`src/sv/ffpa_pkg.sv`:
```
// Types, codes and constants shared by the first-fit partition allocator.
package ffpa_pkg;

    // Fixed field widths
    localparam int SIZE_W   = 20;
    localparam int OWNER_W  = 16;
    localparam int STATUS_W = 3;
    localparam int SLOT_W   = 4;

    localparam logic [SIZE_W-1:0] TOTAL_RESET = 20'd1000;

    // Request codes
    localparam logic OP_ALLOC = 1'b0;
    localparam logic OP_FREE  = 1'b1;

    // Result status codes
    localparam logic [STATUS_W-1:0] ST_ALLOCATED  = 3'd0;
    localparam logic [STATUS_W-1:0] ST_NO_MEMORY  = 3'd1;
    localparam logic [STATUS_W-1:0] ST_FREED      = 3'd2;
    localparam logic [STATUS_W-1:0] ST_NOT_FOUND  = 3'd3;
    localparam logic [STATUS_W-1:0] ST_TABLE_FULL = 3'd4;

    // Request beat
    typedef struct packed {
        logic               opcode;
        logic [OWNER_W-1:0] process_id;
        logic [SIZE_W-1:0]  request_size;
    } ffpa_req_t;

    // Result beat
    typedef struct packed {
        logic [STATUS_W-1:0] status;
        logic [SIZE_W-1:0]   block_size;
        logic [SLOT_W-1:0]   block_slot;
    } ffpa_res_t;

    // Per-field write enables into the partition table
    typedef struct packed {
        logic size_en;
        logic owner_en;
        logic link_en;
    } ffpa_we_t;

    // Outcome of the shared compare unit
    typedef struct packed {
        logic              fits;
        logic              exact;
        logic              owner_eq;
        logic [SIZE_W-1:0] diff;
    } ffpa_cmp_t;

    // Sequencer states
    typedef enum logic [3:0] {
        S_IDLE,
        S_INIT,
        S_RD,
        S_CHK,
        S_SPLIT,
        S_TAKE,
        S_UNLINK,
        S_RELINK,
        S_DONE
    } ffpa_state_t;

endpackage

```
`src/sv/ffpa_table.sv`:
```
// Partition table: size, owner and link memories with one write and one registered read port.
module ffpa_table #(
    parameter int SW = 4,
    parameter int LW = 5
) (
    input  logic                     clk,
    input  ffpa_pkg::ffpa_we_t       we,
    input  logic [SW-1:0]            wr_addr,
    input  logic [ffpa_pkg::SIZE_W-1:0]  wr_size,
    input  logic [ffpa_pkg::OWNER_W-1:0] wr_owner,
    input  logic [LW-1:0]            wr_link,
    input  logic [SW-1:0]            rd_addr,
    output logic [ffpa_pkg::SIZE_W-1:0]  rd_size,
    output logic [ffpa_pkg::OWNER_W-1:0] rd_owner,
    output logic [LW-1:0]            rd_link
);
    import ffpa_pkg::*;

    localparam int DEPTH = 1 << SW;

    logic [SIZE_W-1:0]  size_reg  [DEPTH];
    logic [OWNER_W-1:0] owner_reg [DEPTH];
    logic [LW-1:0]      link_reg  [DEPTH];

    logic [SIZE_W-1:0]  rd_size_reg;
    logic [OWNER_W-1:0] rd_owner_reg;
    logic [LW-1:0]      rd_link_reg;

    // Write the selected fields of one entry
    always_ff @(posedge clk)
    begin
        if (we.size_en)
        begin
            size_reg[wr_addr] <= wr_size;
        end
        if (we.owner_en)
        begin
            owner_reg[wr_addr] <= wr_owner;
        end
        if (we.link_en)
        begin
            link_reg[wr_addr] <= wr_link;
        end
    end

    // Register the read of one entry
    always_ff @(posedge clk)
    begin
        rd_size_reg  <= size_reg[rd_addr];
        rd_owner_reg <= owner_reg[rd_addr];
        rd_link_reg  <= link_reg[rd_addr];
    end

    assign rd_size  = rd_size_reg;
    assign rd_owner = rd_owner_reg;
    assign rd_link  = rd_link_reg;

endmodule

```
`src/sv/ffpa_unit.sv`:
```
// Shared compare unit: size fit test with remainder, and owner match.
module ffpa_unit (
    input  logic [ffpa_pkg::SIZE_W-1:0]  part_size,
    input  logic [ffpa_pkg::SIZE_W-1:0]  req_size,
    input  logic [ffpa_pkg::OWNER_W-1:0] part_owner,
    input  logic [ffpa_pkg::OWNER_W-1:0] req_owner,
    output ffpa_pkg::ffpa_cmp_t          cmp
);
    import ffpa_pkg::*;

    logic [SIZE_W:0] sub;

    // Subtract with borrow: no borrow means the partition is large enough
    assign sub          = {1'b0, part_size} - {1'b0, req_size};
    assign cmp.fits     = ~sub[SIZE_W];
    assign cmp.exact    = (sub == '0);
    assign cmp.diff     = sub[SIZE_W-1:0];
    assign cmp.owner_eq = (part_owner == req_owner);

endmodule

```
`src/sv/first_fit_partition_allocator.sv`:
```
// Top level of the first-fit partition allocator: request sequencer, usage bits and result register.
//
//  channel | direction | handshake            | beat
//  --------+-----------+----------------------+-------------------------------
//  in      | in        | in_valid / in_ready  | ffpa_req_t (opcode, id, size)
//  out     | out       | out_valid / out_ready| ffpa_res_t (status, size, slot)
//  cfg     | in        | cfg_we               | total_memory, 20 bits
//
// Each list entry visited passes a table read state and then a compare state; the first
// request after reset also passes an init state, where slot 0 is loaded from total_memory.
// Reset clears the usage bits, list head and slot count; the table is written before read.
// in_ready is high only in idle; a finished result waits in the output register,
// and a new request may be accepted meanwhile.
module first_fit_partition_allocator #(
    parameter int MAX_PARTS = 16
) (
    input  logic                          clk,
    input  logic                          rst_n,
    input  logic                          cfg_we,
    input  logic [ffpa_pkg::SIZE_W-1:0]   cfg_wdata,
    input  logic                          in_valid,
    output logic                          in_ready,
    input  ffpa_pkg::ffpa_req_t           in_data,
    output logic                          out_valid,
    input  logic                          out_ready,
    output ffpa_pkg::ffpa_res_t           out_data
);
    import ffpa_pkg::*;

    localparam int SW = (MAX_PARTS > 1) ? $clog2(MAX_PARTS) : 1;
    localparam int LW = $clog2(MAX_PARTS + 1);
    localparam logic [LW-1:0] LINK_END = LW'(MAX_PARTS);

    ffpa_state_t state_reg, state_next;

    logic [SIZE_W-1:0]    total_reg;
    logic [MAX_PARTS-1:0] used_reg, used_next;
    logic [LW-1:0]        head_reg, head_next;
    logic [LW-1:0]        slots_reg, slots_next;
    logic [LW-1:0]        cur_reg, cur_next;
    logic [LW-1:0]        prev_reg, prev_next;
    logic [LW-1:0]        cnt_reg, cnt_next;
    logic                 out_valid_reg, out_valid_next;

    ffpa_req_t            req_reg, req_next;
    logic [SIZE_W-1:0]    hold_size_reg, hold_size_next;
    logic [SIZE_W-1:0]    diff_reg, diff_next;
    logic [LW-1:0]        hold_link_reg, hold_link_next;
    ffpa_res_t            res_reg, res_next;
    ffpa_res_t            out_reg, out_next;

    ffpa_we_t             we;
    logic [SW-1:0]        wr_addr;
    logic [SIZE_W-1:0]    wr_size;
    logic [OWNER_W-1:0]   wr_owner;
    logic [LW-1:0]        wr_link;
    logic [SIZE_W-1:0]    rd_size;
    logic [OWNER_W-1:0]   rd_owner;
    logic [LW-1:0]        rd_link;
    ffpa_cmp_t            cmp;

    logic [SW-1:0]        cur_slot;
    logic [SW-1:0]        new_slot;
    logic [SW+3:0]        slot_wide;
    logic                 cur_used;

    assign cur_slot  = cur_reg[SW-1:0];
    assign new_slot  = slots_reg[SW-1:0];
    assign slot_wide = {4'b0000, cur_slot};
    assign cur_used  = used_reg[cur_slot];

    ffpa_table #(
        .SW (SW),
        .LW (LW)
    ) u_table (
        .clk      (clk),
        .we       (we),
        .wr_addr  (wr_addr),
        .wr_size  (wr_size),
        .wr_owner (wr_owner),
        .wr_link  (wr_link),
        .rd_addr  (cur_slot),
        .rd_size  (rd_size),
        .rd_owner (rd_owner),
        .rd_link  (rd_link)
    );

    ffpa_unit u_unit (
        .part_size  (rd_size),
        .req_size   (req_reg.request_size),
        .part_owner (rd_owner),
        .req_owner  (req_reg.process_id),
        .cmp        (cmp)
    );

    // Hold the configuration register
    always_ff @(posedge clk or negedge rst_n)
    begin
        if (!rst_n)
        begin
            total_reg <= TOTAL_RESET;
        end
        else if (cfg_we)
        begin
            total_reg <= cfg_wdata;
        end
    end

    // Control state
    always_ff @(posedge clk or negedge rst_n)
    begin
        if (!rst_n)
        begin
            state_reg     <= S_IDLE;
            used_reg      <= '0;
            head_reg      <= '0;
            slots_reg     <= '0;
            cur_reg       <= '0;
            prev_reg      <= '0;
            cnt_reg       <= '0;
            out_valid_reg <= 1'b0;
        end
        else
        begin
            state_reg     <= state_next;
            used_reg      <= used_next;
            head_reg      <= head_next;
            slots_reg     <= slots_next;
            cur_reg       <= cur_next;
            prev_reg      <= prev_next;
            cnt_reg       <= cnt_next;
            out_valid_reg <= out_valid_next;
        end
    end

    // Payload registers
    always_ff @(posedge clk)
    begin
        req_reg       <= req_next;
        hold_size_reg <= hold_size_next;
        diff_reg      <= diff_next;
        hold_link_reg <= hold_link_next;
        res_reg       <= res_next;
        out_reg       <= out_next;
    end

    // Sequencer: walk the list, then split, take, unlink or relink
    always_comb
    begin
        state_next     = state_reg;
        used_next      = used_reg;
        head_next      = head_reg;
        slots_next     = slots_reg;
        cur_next       = cur_reg;
        prev_next      = prev_reg;
        cnt_next       = cnt_reg;
        out_valid_next = out_valid_reg;
        req_next       = req_reg;
        hold_size_next = hold_size_reg;
        diff_next      = diff_reg;
        hold_link_next = hold_link_reg;
        res_next       = res_reg;
        out_next       = out_reg;
        we             = '0;
        wr_addr        = cur_slot;
        wr_size        = req_reg.request_size;
        wr_owner       = req_reg.process_id;
        wr_link        = hold_link_reg;
        in_ready       = 1'b0;

        // Drop the result once taken
        if (out_valid_reg && out_ready)
        begin
            out_valid_next = 1'b0;
        end

        unique case (state_reg)
            S_IDLE:
            begin
                in_ready = 1'b1;
                if (in_valid)
                begin
                    req_next  = in_data;
                    cur_next  = head_reg;
                    prev_next = LINK_END;
                    cnt_next  = '0;
                    state_next = (slots_reg == '0) ? S_INIT : S_RD;
                end
            end

            S_INIT:
            begin
                // Load slot 0 as one free partition
                we         = '{size_en: 1'b1, owner_en: 1'b1, link_en: 1'b1};
                wr_addr    = '0;
                wr_size    = total_reg;
                wr_owner   = '0;
                wr_link    = LINK_END;
                used_next[0] = 1'b0;
                head_next  = '0;
                cur_next   = '0;
                slots_next = LW'(1);
                state_next = S_RD;
            end

            S_RD:
            begin
                if ((cur_reg >= LINK_END) || (cnt_reg >= LINK_END))
                begin
                    res_next.status     = (req_reg.opcode == OP_ALLOC) ? ST_NO_MEMORY
                                                                       : ST_NOT_FOUND;
                    res_next.block_size = '0;
                    res_next.block_slot = '0;
                    state_next = S_DONE;
                end
                else
                begin
                    state_next = S_CHK;
                end
            end

            S_CHK:
            begin
                hold_link_next = rd_link;
                hold_size_next = rd_size;
                diff_next      = cmp.diff;
                if (req_reg.opcode == OP_ALLOC)
                begin
                    if (!cur_used && cmp.fits)
                    begin
                        if (cmp.exact)
                        begin
                            state_next = S_TAKE;
                        end
                        else if (slots_reg >= LINK_END)
                        begin
                            res_next.status     = ST_TABLE_FULL;
                            res_next.block_size = '0;
                            res_next.block_slot = '0;
                            state_next = S_DONE;
                        end
                        else
                        begin
                            state_next = S_SPLIT;
                        end
                    end
                    else
                    begin
                        prev_next  = cur_reg;
                        cur_next   = rd_link;
                        cnt_next   = cnt_reg + LW'(1);
                        state_next = S_RD;
                    end
                end
                else
                begin
                    if (cur_used && cmp.owner_eq)
                    begin
                        used_next[cur_slot] = 1'b0;
                        if (prev_reg < LINK_END)
                        begin
                            state_next = S_UNLINK;
                        end
                        else
                        begin
                            head_next  = rd_link;
                            state_next = S_RELINK;
                        end
                    end
                    else
                    begin
                        prev_next  = cur_reg;
                        cur_next   = rd_link;
                        cnt_next   = cnt_reg + LW'(1);
                        state_next = S_RD;
                    end
                end
            end

            S_SPLIT:
            begin
                // Place the free remainder in the next unused slot
                we             = '{size_en: 1'b1, owner_en: 1'b1, link_en: 1'b1};
                wr_addr        = new_slot;
                wr_size        = diff_reg;
                wr_owner       = '0;
                wr_link        = hold_link_reg;
                used_next[new_slot] = 1'b0;
                hold_link_next = slots_reg;
                slots_next     = slots_reg + LW'(1);
                state_next     = S_TAKE;
            end

            S_TAKE:
            begin
                we = '{size_en: 1'b1, owner_en: 1'b1, link_en: 1'b1};
                used_next[cur_slot] = 1'b1;
                res_next.status     = ST_ALLOCATED;
                res_next.block_size = req_reg.request_size;
                res_next.block_slot = slot_wide[3:0];
                state_next = S_DONE;
            end

            S_UNLINK:
            begin
                // Bridge the predecessor over the freed entry
                we         = '{size_en: 1'b0, owner_en: 1'b0, link_en: 1'b1};
                wr_addr    = prev_reg[SW-1:0];
                wr_link    = hold_link_reg;
                state_next = S_RELINK;
            end

            S_RELINK:
            begin
                // Move the freed entry to the list head
                we         = '{size_en: 1'b0, owner_en: 1'b0, link_en: 1'b1};
                wr_link    = head_reg;
                head_next  = cur_reg;
                res_next.status     = ST_FREED;
                res_next.block_size = hold_size_reg;
                res_next.block_slot = slot_wide[3:0];
                state_next = S_DONE;
            end

            S_DONE:
            begin
                // Advance the result into the output register once it is free
                if (!out_valid_reg || out_ready)
                begin
                    out_next       = res_reg;
                    out_valid_next = 1'b1;
                    state_next     = S_IDLE;
                end
            end

            default:
            begin
                state_next = S_IDLE;
            end
        endcase
    end

    assign out_valid = out_valid_reg;
    assign out_data  = out_reg;

endmodule

```
`config.mk`:
```
export PLATFORM = sky130hd
export DESIGN_NAME = first_fit_partition_allocator
export DESIGN_NICKNAME = d
export VERILOG_FILES = /design/src/sv/ffpa_pkg.sv /design/src/sv/ffpa_table.sv /design/src/sv/ffpa_unit.sv /design/src/sv/first_fit_partition_allocator.sv
export SDC_FILE = /design/constraint.sdc
export NUM_CORES = 1
export LEC_CHECK = 0
export BUFFER_PORTS_ARGS = -buffer_cell sky130_fd_sc_hd__buf_4
export CELL_PAD_IN_SITES_DETAIL_PLACEMENT = 0
export CELL_PAD_IN_SITES_GLOBAL_PLACEMENT = 1
export CORE_ASPECT_RATIO = 1.2
export CORE_MARGIN = 1
export CORE_UTILIZATION = 55
export DETAILED_ROUTE_END_ITERATION = 7
export PLACE_DENSITY_LB_ADDON = 0.08
export SLEW_MARGIN = 5
export SYNTH_ARGS = -nofsm -noshare
export SYNTH_HDL_FRONTEND = slang
export SYNTH_SLANG_ARGS = --single-unit
```
`constraint.sdc`:
```
create_clock -name clk -period 8.3 [get_ports clk]
set_input_delay 1.245 -clock clk [delete_from_list [all_inputs] [get_ports clk]]
set_output_delay 1.245 -clock clk [all_outputs]
set_load 0.01 [all_outputs]
```
==> Yosys cells after proc, flatten, opt, wreduce, memory -nomap -nowiden <==
Memory sizes are Yosys's and may differ from the RTL's. A register that Yosys moved wholly into a read port is not among the register bits.
Index checks and enable logic that the tools add are counted.
{ "totals": {"regBits": 202, "mem_bits_rw": 656, "inputBits": 62, "out_inout_bits": 29, "word_cells": 160, "mem_count": 3} }
{ "mem_list": {"columns": ["name", "words", "word_bits", "rd", "rd_clocked_by_memory_dff", "wr", "line", "source"], "rows": [
  ["u_table.size_reg", 16, 20, 1, 1, 1, "ffpa_table.sv:21", "logic [SIZE_W-1:0] size_reg [DEPTH];"],
  ["u_table.owner_reg", 16, 16, 1, 1, 1, "ffpa_table.sv:22", "logic [OWNER_W-1:0] owner_reg [DEPTH];"],
  ["u_table.link_reg", 16, 5, 1, 1, 1, "ffpa_table.sv:23", "logic [LW-1:0] link_reg [DEPTH];"]
]} }
{ "op_classes": {"addsub": 3, "order_cmp": 8, "eq_ne": 21, "muxes": 64, "bitwise_logic": 6, "n_reduce_logical": 33} }
{ "op_table": {"columns": ["cell", "count"], "rows": [
  ["$mux 27", 5],
  ["$pmux 27 s4", 1],
  ["$mux 5", 15],
  ["$pmux 5 s2", 5],
  ["$mux 16", 3],
  ["$pmux 15 s3", 1],
  ["$pmux 20 s2", 1],
  ["$and 16x16->16", 2],
  ["$not 16->16", 2],
  ["$pmux 4 s8", 1],
  ["$pmux 5 s3", 2],
  ["$mux 4", 7],
  ["$logic_not 21->1", 1],
  ["$sub 20x20->21", 1],
  ["$ne 2x2->1 const B", 10],
  ["$eq 16x16->1", 1],
  ["$eq 4x3->1 const B", 4],
  ["$or 16x16->16", 1],
  ["$ge 5x5->1 const B", 3],
  ["$mux 1", 14],
  ["$pmux 4 s3", 1],
  ["$reduce_and 4->1", 3],
  ["$add 5x1->5 const B", 2],
  ["$lt 4x5->1 const B", 2],
  ["26 further kinds", 47]
]} }

==> Longest topological paths before layout <==
{ "depth": {"word_depth": 9, "depth_mapped": 13, "ltp_nobuf": 12} }

==> Modules after synthesis <==
A second synthesis with hierarchy kept.
{ "unflattened": {"cells_unflattened": 1973, "area_unflattened_um2": 35579.1} }
{ "by_module_without_submodules": {"columns": ["mod", "instances", "cells_each", "area_per_inst_um2", "seq_area_each_um2"], "rows": [
  ["ffpa_table", 1, 1114, 25548.3, 20519.7],
  ["first_fit_partition_allocator", 1, 657, 8608.3, 5743.0],
  ["ffpa_unit", 1, 202, 1422.6, 0.0]
]} }

==> Least setup slack after synthesis <==
Ideal clock, no wire load.
{ "synth_timing": {"path_kind": "register to register", "start": "register req_reg[0] in the netlist's numbering", "end": "register res_reg[0] in the netlist's numbering (enable)", "setup_time_ps": 445, "t_arrival_ps": 3367, "required_time_ps": 7855, "setup_slack_ps": 4488, "stages_incl_launch_ff": 12, "path_buffers": 0, "period_less_slack_ps": 3812, "cell_sequence": "edfxtp_1 ha_1 fa_1 nand2b_1 a21oi_1 o21ai_0 a21boi_0 o22ai_1 a2111oi_0 or4b_4 nand3_1 nand2_1"} }
{ "synth_via": {"elab_chain_len": 5, "word_cells_on_any_way": 7, "classes_between": "add/sub (1); eq/ne (2); bitwise (1); reduce/logical (3)"} }
{ "synth_lines": {"columns": ["item", "line", "source"], "rows": [
  ["from (decl)", "first_fit_partition_allocator.sv:45", "ffpa_req_t req_reg, req_next;"],
  ["from (signal assigned)", "first_fit_partition_allocator.sv:139", "req_reg <= req_next;"],
  ["$sub 20x20->21 *", "ffpa_unit.sv:14", "assign sub = {1'b0, part_size} - {1'b0, req_size};"],
  ["branches (longest 3 deep; another with $logic_not 21->1)", null, null],
  ["$reduce_and 6->1 (no source line) *", null, null],
  ["to (signal assigned)", "first_fit_partition_allocator.sv:143", "res_reg <= res_next;"],
  ["to (decl)", "first_fit_partition_allocator.sv:49", "ffpa_res_t res_reg, res_next;"]
]} }
Mark *: on every way between the ends.
A chain may end at the register's enable or synchronous reset.

==> Worst setup path after layout <==
{ "layout_timing": {"start": "register req_reg[0] in the netlist's numbering", "end": "register res_reg[15] in the netlist's numbering (enable)"} }
The elaborated chain is that of the path after synthesis.

==> results.sh <==
export IMPL_tritoncts_clock_tree="done"
export IMPL_globalRoute_totalOverflow=0
export IMPL_outcome="finished, final reports clean"
export IMPL_area_growth_pct=12.8
export IMPL_critPathKind="flip-flop to flip-flop"
export IMPL_worst_slew_margin_rel=0.240
export IMPL_nets=2136
export IMPL_timing_hold_worst_endpoint="out_data[8]"
export IMPL_detailroute_via_count=18185
export IMPL_setup_viol=0
export IMPL_ff2ff_path_depth=11
export IMPL_hp_start="res_reg[8]"
export IMPL_dpl_cell_count=2781
export IMPL_dr_iter_0_viols=1593
export IMPL_peakVddDrop_uv=503
export IMPL_worstMarginPinSlew_ns=1.13
export IMPL_worstSetupStartpoint="req_reg[0]"
export IMPL_grt_start_max_net_pins=153
export IMPL_floorplan_initialDensity=0.561
export IMPL_finalHoldViolations=0
export IMPL_fmaxAchievable_mhz=201
export IMPL_start_kind="flip-flop"
export IMPL_synth_yosys_seq_area_share=0.736
export IMPL_cts_resized_gates=0
export IMPL_floorplan_die_height_um=281
export IMPL_first_pass_iters=8
export IMPL_clock_skew_ns=0.0228
export IMPL_rsz0062_at_grt="no"
export IMPL_first_global_vias=18601
export IMPL_worstPathRequired_ns=8.42
export IMPL_stdcell_count=2946
export IMPL_port_buffer_count=90
export IMPL_maxCapViolCount=0
export IMPL_post_route_cells_drive_above_1_share=0.253
export IMPL_core_rowCount=101
export IMPL_drt_via_density=6.17
export IMPL_final_seq_area_mm2=0.0263
export IMPL_wl_per_cell_um=26.8
export IMPL_synth_seq_cells=899
export IMPL_synth_enable_flop_cells=792
export IMPL_reg2reg_to="res_reg[15]"
export IMPL_worst_hold_path_num_cells=0
export IMPL_clock_sinks=899
export IMPL_ys_flop_type="sky130_fd_sc_hd__edfxtp_1"
export IMPL_post_syn_area_mm2=0.0357
export IMPL_gp_routability_congestion=0.839
export IMPL_worstReg2RegStart="req_reg[0]"
export IMPL_mappedNetlistNets=2017
export IMPL_synth_warning_count=0
export IMPL_insertion_delay_to_the_later_sink_of_the_worst_skew_pair_ns=0.64
export IMPL_fp_dieArea_mm2=0.0659
export IMPL_detail_route_drc_violations=0
export IMPL_synth_area_per_cell_um2=18.5
export IMPL_cellPowerDensity_mw_per_mm2=352
export IMPL_dpl_hpwl_mm=44.5
export IMPL_cts_root_buf="sky130_fd_sc_hd__clkbuf_16"
export IMPL_route_antenna_remaining_nets=0
export IMPL_post_route_min_period_ns=4.98
export IMPL_cts_setup_buffers=0
export IMPL_n_fill_cell=4532
export IMPL_die_width_um=235
export IMPL_fin_crit_sh=0.601
export IMPL_leakagePower_nw=13.6
export IMPL_endpoint_kind="flip-flop"
export IMPL_critical_path_peak_fanout=27
export IMPL_worst_ep_arrival_time_ns=5.10
export IMPL_drt_total_wl_mm=79.1
export IMPL_core_area_mm2=0.0637
export IMPL_initial_antenna_violation_count=1
export IMPL_ctsLongestPathBuffers=3
export IMPL_finalSetupTns_ns=0
export IMPL_largest_reg_flops=320
export IMPL_io_pins=91
export IMPL_post_synthesis_instance_total=1929
export IMPL_insertedDiodeCount=0
export IMPL_clk_slew_on_worst_s_h_paths_ns=0.06
export IMPL_final_max_slew_violation_count=0
export IMPL_cts_buffers_inserted=88
export IMPL_cts_hold_repair_buffers=0
export IMPL_timing_hold_worst_class="flip-flop to flip-flop"
export IMPL_global_routing_usage_summed_across_all_routing_layers=0.247
export IMPL_total_area_of_multi_input_combinational_cells_mm2=0.00900
export IMPL_grt_first_pass_wirelength_mm=118
export IMPL_regToRegSetupSlack_ns=3.32
export IMPL_asyncSetResetFlopFracSynth=0.0734
export IMPL_h_tree_depth=3
export IMPL_synth_cell_type_count=72
==> metrics by stage <==
step	worst slack (ns)	utilization	cell area [um^2]	power, W	hold WS (ns)
6_report	3.32	0.632	40300	0.0142	0.414
5_1_grt	3.08	0.632	40300	0.0148	0.419
4_1_cts	3.40	0.632	40300	0.0143	0.416
3_5_place_dp	3.42	0.588	37400	0.0104	0.405
3_3_place_gp	3.52	0.588	37400	0.0104	0.402
2_1_floorplan	4.49	-	35700	0.00912	0.400
==> synthesized netlist by cell type, types with 6 or more instances <==
| library cell | n | share of area |
|---|---|---|
| sky130_fd_sc_hd__dfrtp_1 | 60 | 0.042 |
| sky130_fd_sc_hd__a21o_1 | 7 | 0.0015 |
| sky130_fd_sc_hd__nand4_1 | 11 | 0.0019 |
| sky130_fd_sc_hd__nand2b_1 | 9 | 0.0016 |
| sky130_fd_sc_hd__edfxtp_1 | 792 | 0.67 |
| sky130_fd_sc_hd__o21ai_0 | 57 | 0.0080 |
| sky130_fd_sc_hd__dfstp_2 | 6 | 0.0044 |
| sky130_fd_sc_hd__mux2i_1 | 25 | 0.0070 |
| sky130_fd_sc_hd__and3_1 | 24 | 0.0042 |
| sky130_fd_sc_hd__buf_1 | 31 | 0.0033 |
| sky130_fd_sc_hd__and2_1 | 11 | 0.0019 |
| sky130_fd_sc_hd__inv_1 | 47 | 0.0049 |
| sky130_fd_sc_hd__ha_1 | 25 | 0.0088 |
| sky130_fd_sc_hd__nor3_1 | 13 | 0.0018 |
| sky130_fd_sc_hd__a211oi_1 | 7 | 0.0015 |
| sky130_fd_sc_hd__clkbuf_1 | 59 | 0.0062 |
| sky130_fd_sc_hd__mux2_2 | 26 | 0.0082 |
| sky130_fd_sc_hd__a22oi_1 | 24 | 0.0050 |
| sky130_fd_sc_hd__nand3_1 | 36 | 0.0050 |
| sky130_fd_sc_hd__nand2_1 | 117 | 0.012 |
| sky130_fd_sc_hd__nor4_1 | 9 | 0.0016 |
| sky130_fd_sc_hd__a21oi_1 | 56 | 0.0078 |
| sky130_fd_sc_hd__mux4_2 | 209 | 0.13 |
| sky130_fd_sc_hd__xnor2_1 | 24 | 0.0059 |
| sky130_fd_sc_hd__o211ai_1 | 6 | 0.0013 |
| sky130_fd_sc_hd__dfxtp_1 | 41 | 0.023 |
| sky130_fd_sc_hd__nor2b_1 | 12 | 0.0021 |
| sky130_fd_sc_hd__nor2_1 | 107 | 0.011 |
==> where the power goes <==
group          leakage, nW  switching, W  total [W]  internal (W)
logic                 3.84       0.00238    0.00405       0.00167
clock network         1.37       0.00168    0.00388       0.00220
registers             8.35      0.000350    0.00625       0.00590
total                 13.6       0.00441     0.0142       0.00977
==> final cells by class <==
type / count / share of cell area
Timing Repair Buffer: 125 / 0.0240
Inverter: 47 / 0.00438
Clock inverter: 50 / 0.0106
Sequential cell: 899 / 0.653
Clock buffer: 114 / 0.0592
Tap cell: 824 / 0.0256
Multi-Input combinational cell: 887 / 0.224
==> placed cells by master, fill, tap and decap left out, drive strengths merged, types with 6 or more instances in the layout <==
cell type  netlist  layout
xnor2           24      24
dfxtp           41      41
a211oi           7       7
nor2b           12      12
inv             47      51
a22oi           24      24
o31ai            6       6
nand3           36      36
nor2           107     107
dfrtp           60      60
clkinvlp         0       6
mux2i           25      25
edfxtp         792     792
nand4           11      11
o211ai           7       7
mux2            26      26
clkinv           0      35
ha              25      25
a21oi           56      56
nand2b           9       9
buf             34     125
nand2          117     117
a21o             9       9
nor4             9       9
nor3            13      13
clkbuf          62     114
dfstp            6       6
o21ai           57      57
and2            12      12
and3            24      24
mux4           209     209
==> kinds of logic (layout without fill, tap and decap cells) <==
group                    count (synthesis)  count (layout)  share of synthesized area
adder cells (fa/ha/maj)                 26              26                    0.00932
XOR/XNOR                                25              25                    0.00613
AND/OR/NAND/NOR                        369             369                     0.0482
flip-flops                             899             899                      0.736
buffers and inverters                  143             336                     0.0158
AO/OA/AOI/OAI                          207             207                     0.0379
multiplexers                           260             260                      0.147
==> how the worst max path moves through the flow <==
stage | to | cells past startpoint | slack (ns)
6_report | res_reg[15] | 11 | 3.32
3_5_place_dp | res_reg[20] | 11 | 3.42
4_1_cts | res_reg[8] | 11 | 3.40
2_1_floorplan | res_reg[0] | 11 | 4.49
3_3_place_gp | res_reg[16] | 11 | 3.52
5_1_grt | res_reg[19] | 11 | 3.08
==> routing by layer <==
metal  track usage  share of wire  wire [um]  vias up
li1              -              -          -     7949
met3        0.0367          0.058       4570      106
met2         0.396           0.49      39000      566
met1         0.356           0.43      34000     9564
met5             0              0          0        -
met4        0.0705          0.020       1540        0
==> worst max-delay path, cell delays in order (launching register included) <==
cell and delay, ns:
sky130_fd_sc_hd__edfxtp_1 0.41, sky130_fd_sc_hd__ha_1 0.25, sky130_fd_sc_hd__fa_1 0.41, sky130_fd_sc_hd__nand2b_1 0.18
sky130_fd_sc_hd__a21oi_1 0.37, sky130_fd_sc_hd__o21ai_0 0.33, sky130_fd_sc_hd__a21boi_0 0.32, sky130_fd_sc_hd__o22ai_1 0.15
sky130_fd_sc_hd__a2111oi_0 0.64, sky130_fd_sc_hd__or4b_4 0.59, sky130_fd_sc_hd__nand3_1 0.14, sky130_fd_sc_hd__nand2_1 0.66
No activity file was read; power rests on OpenSTA's default activity.
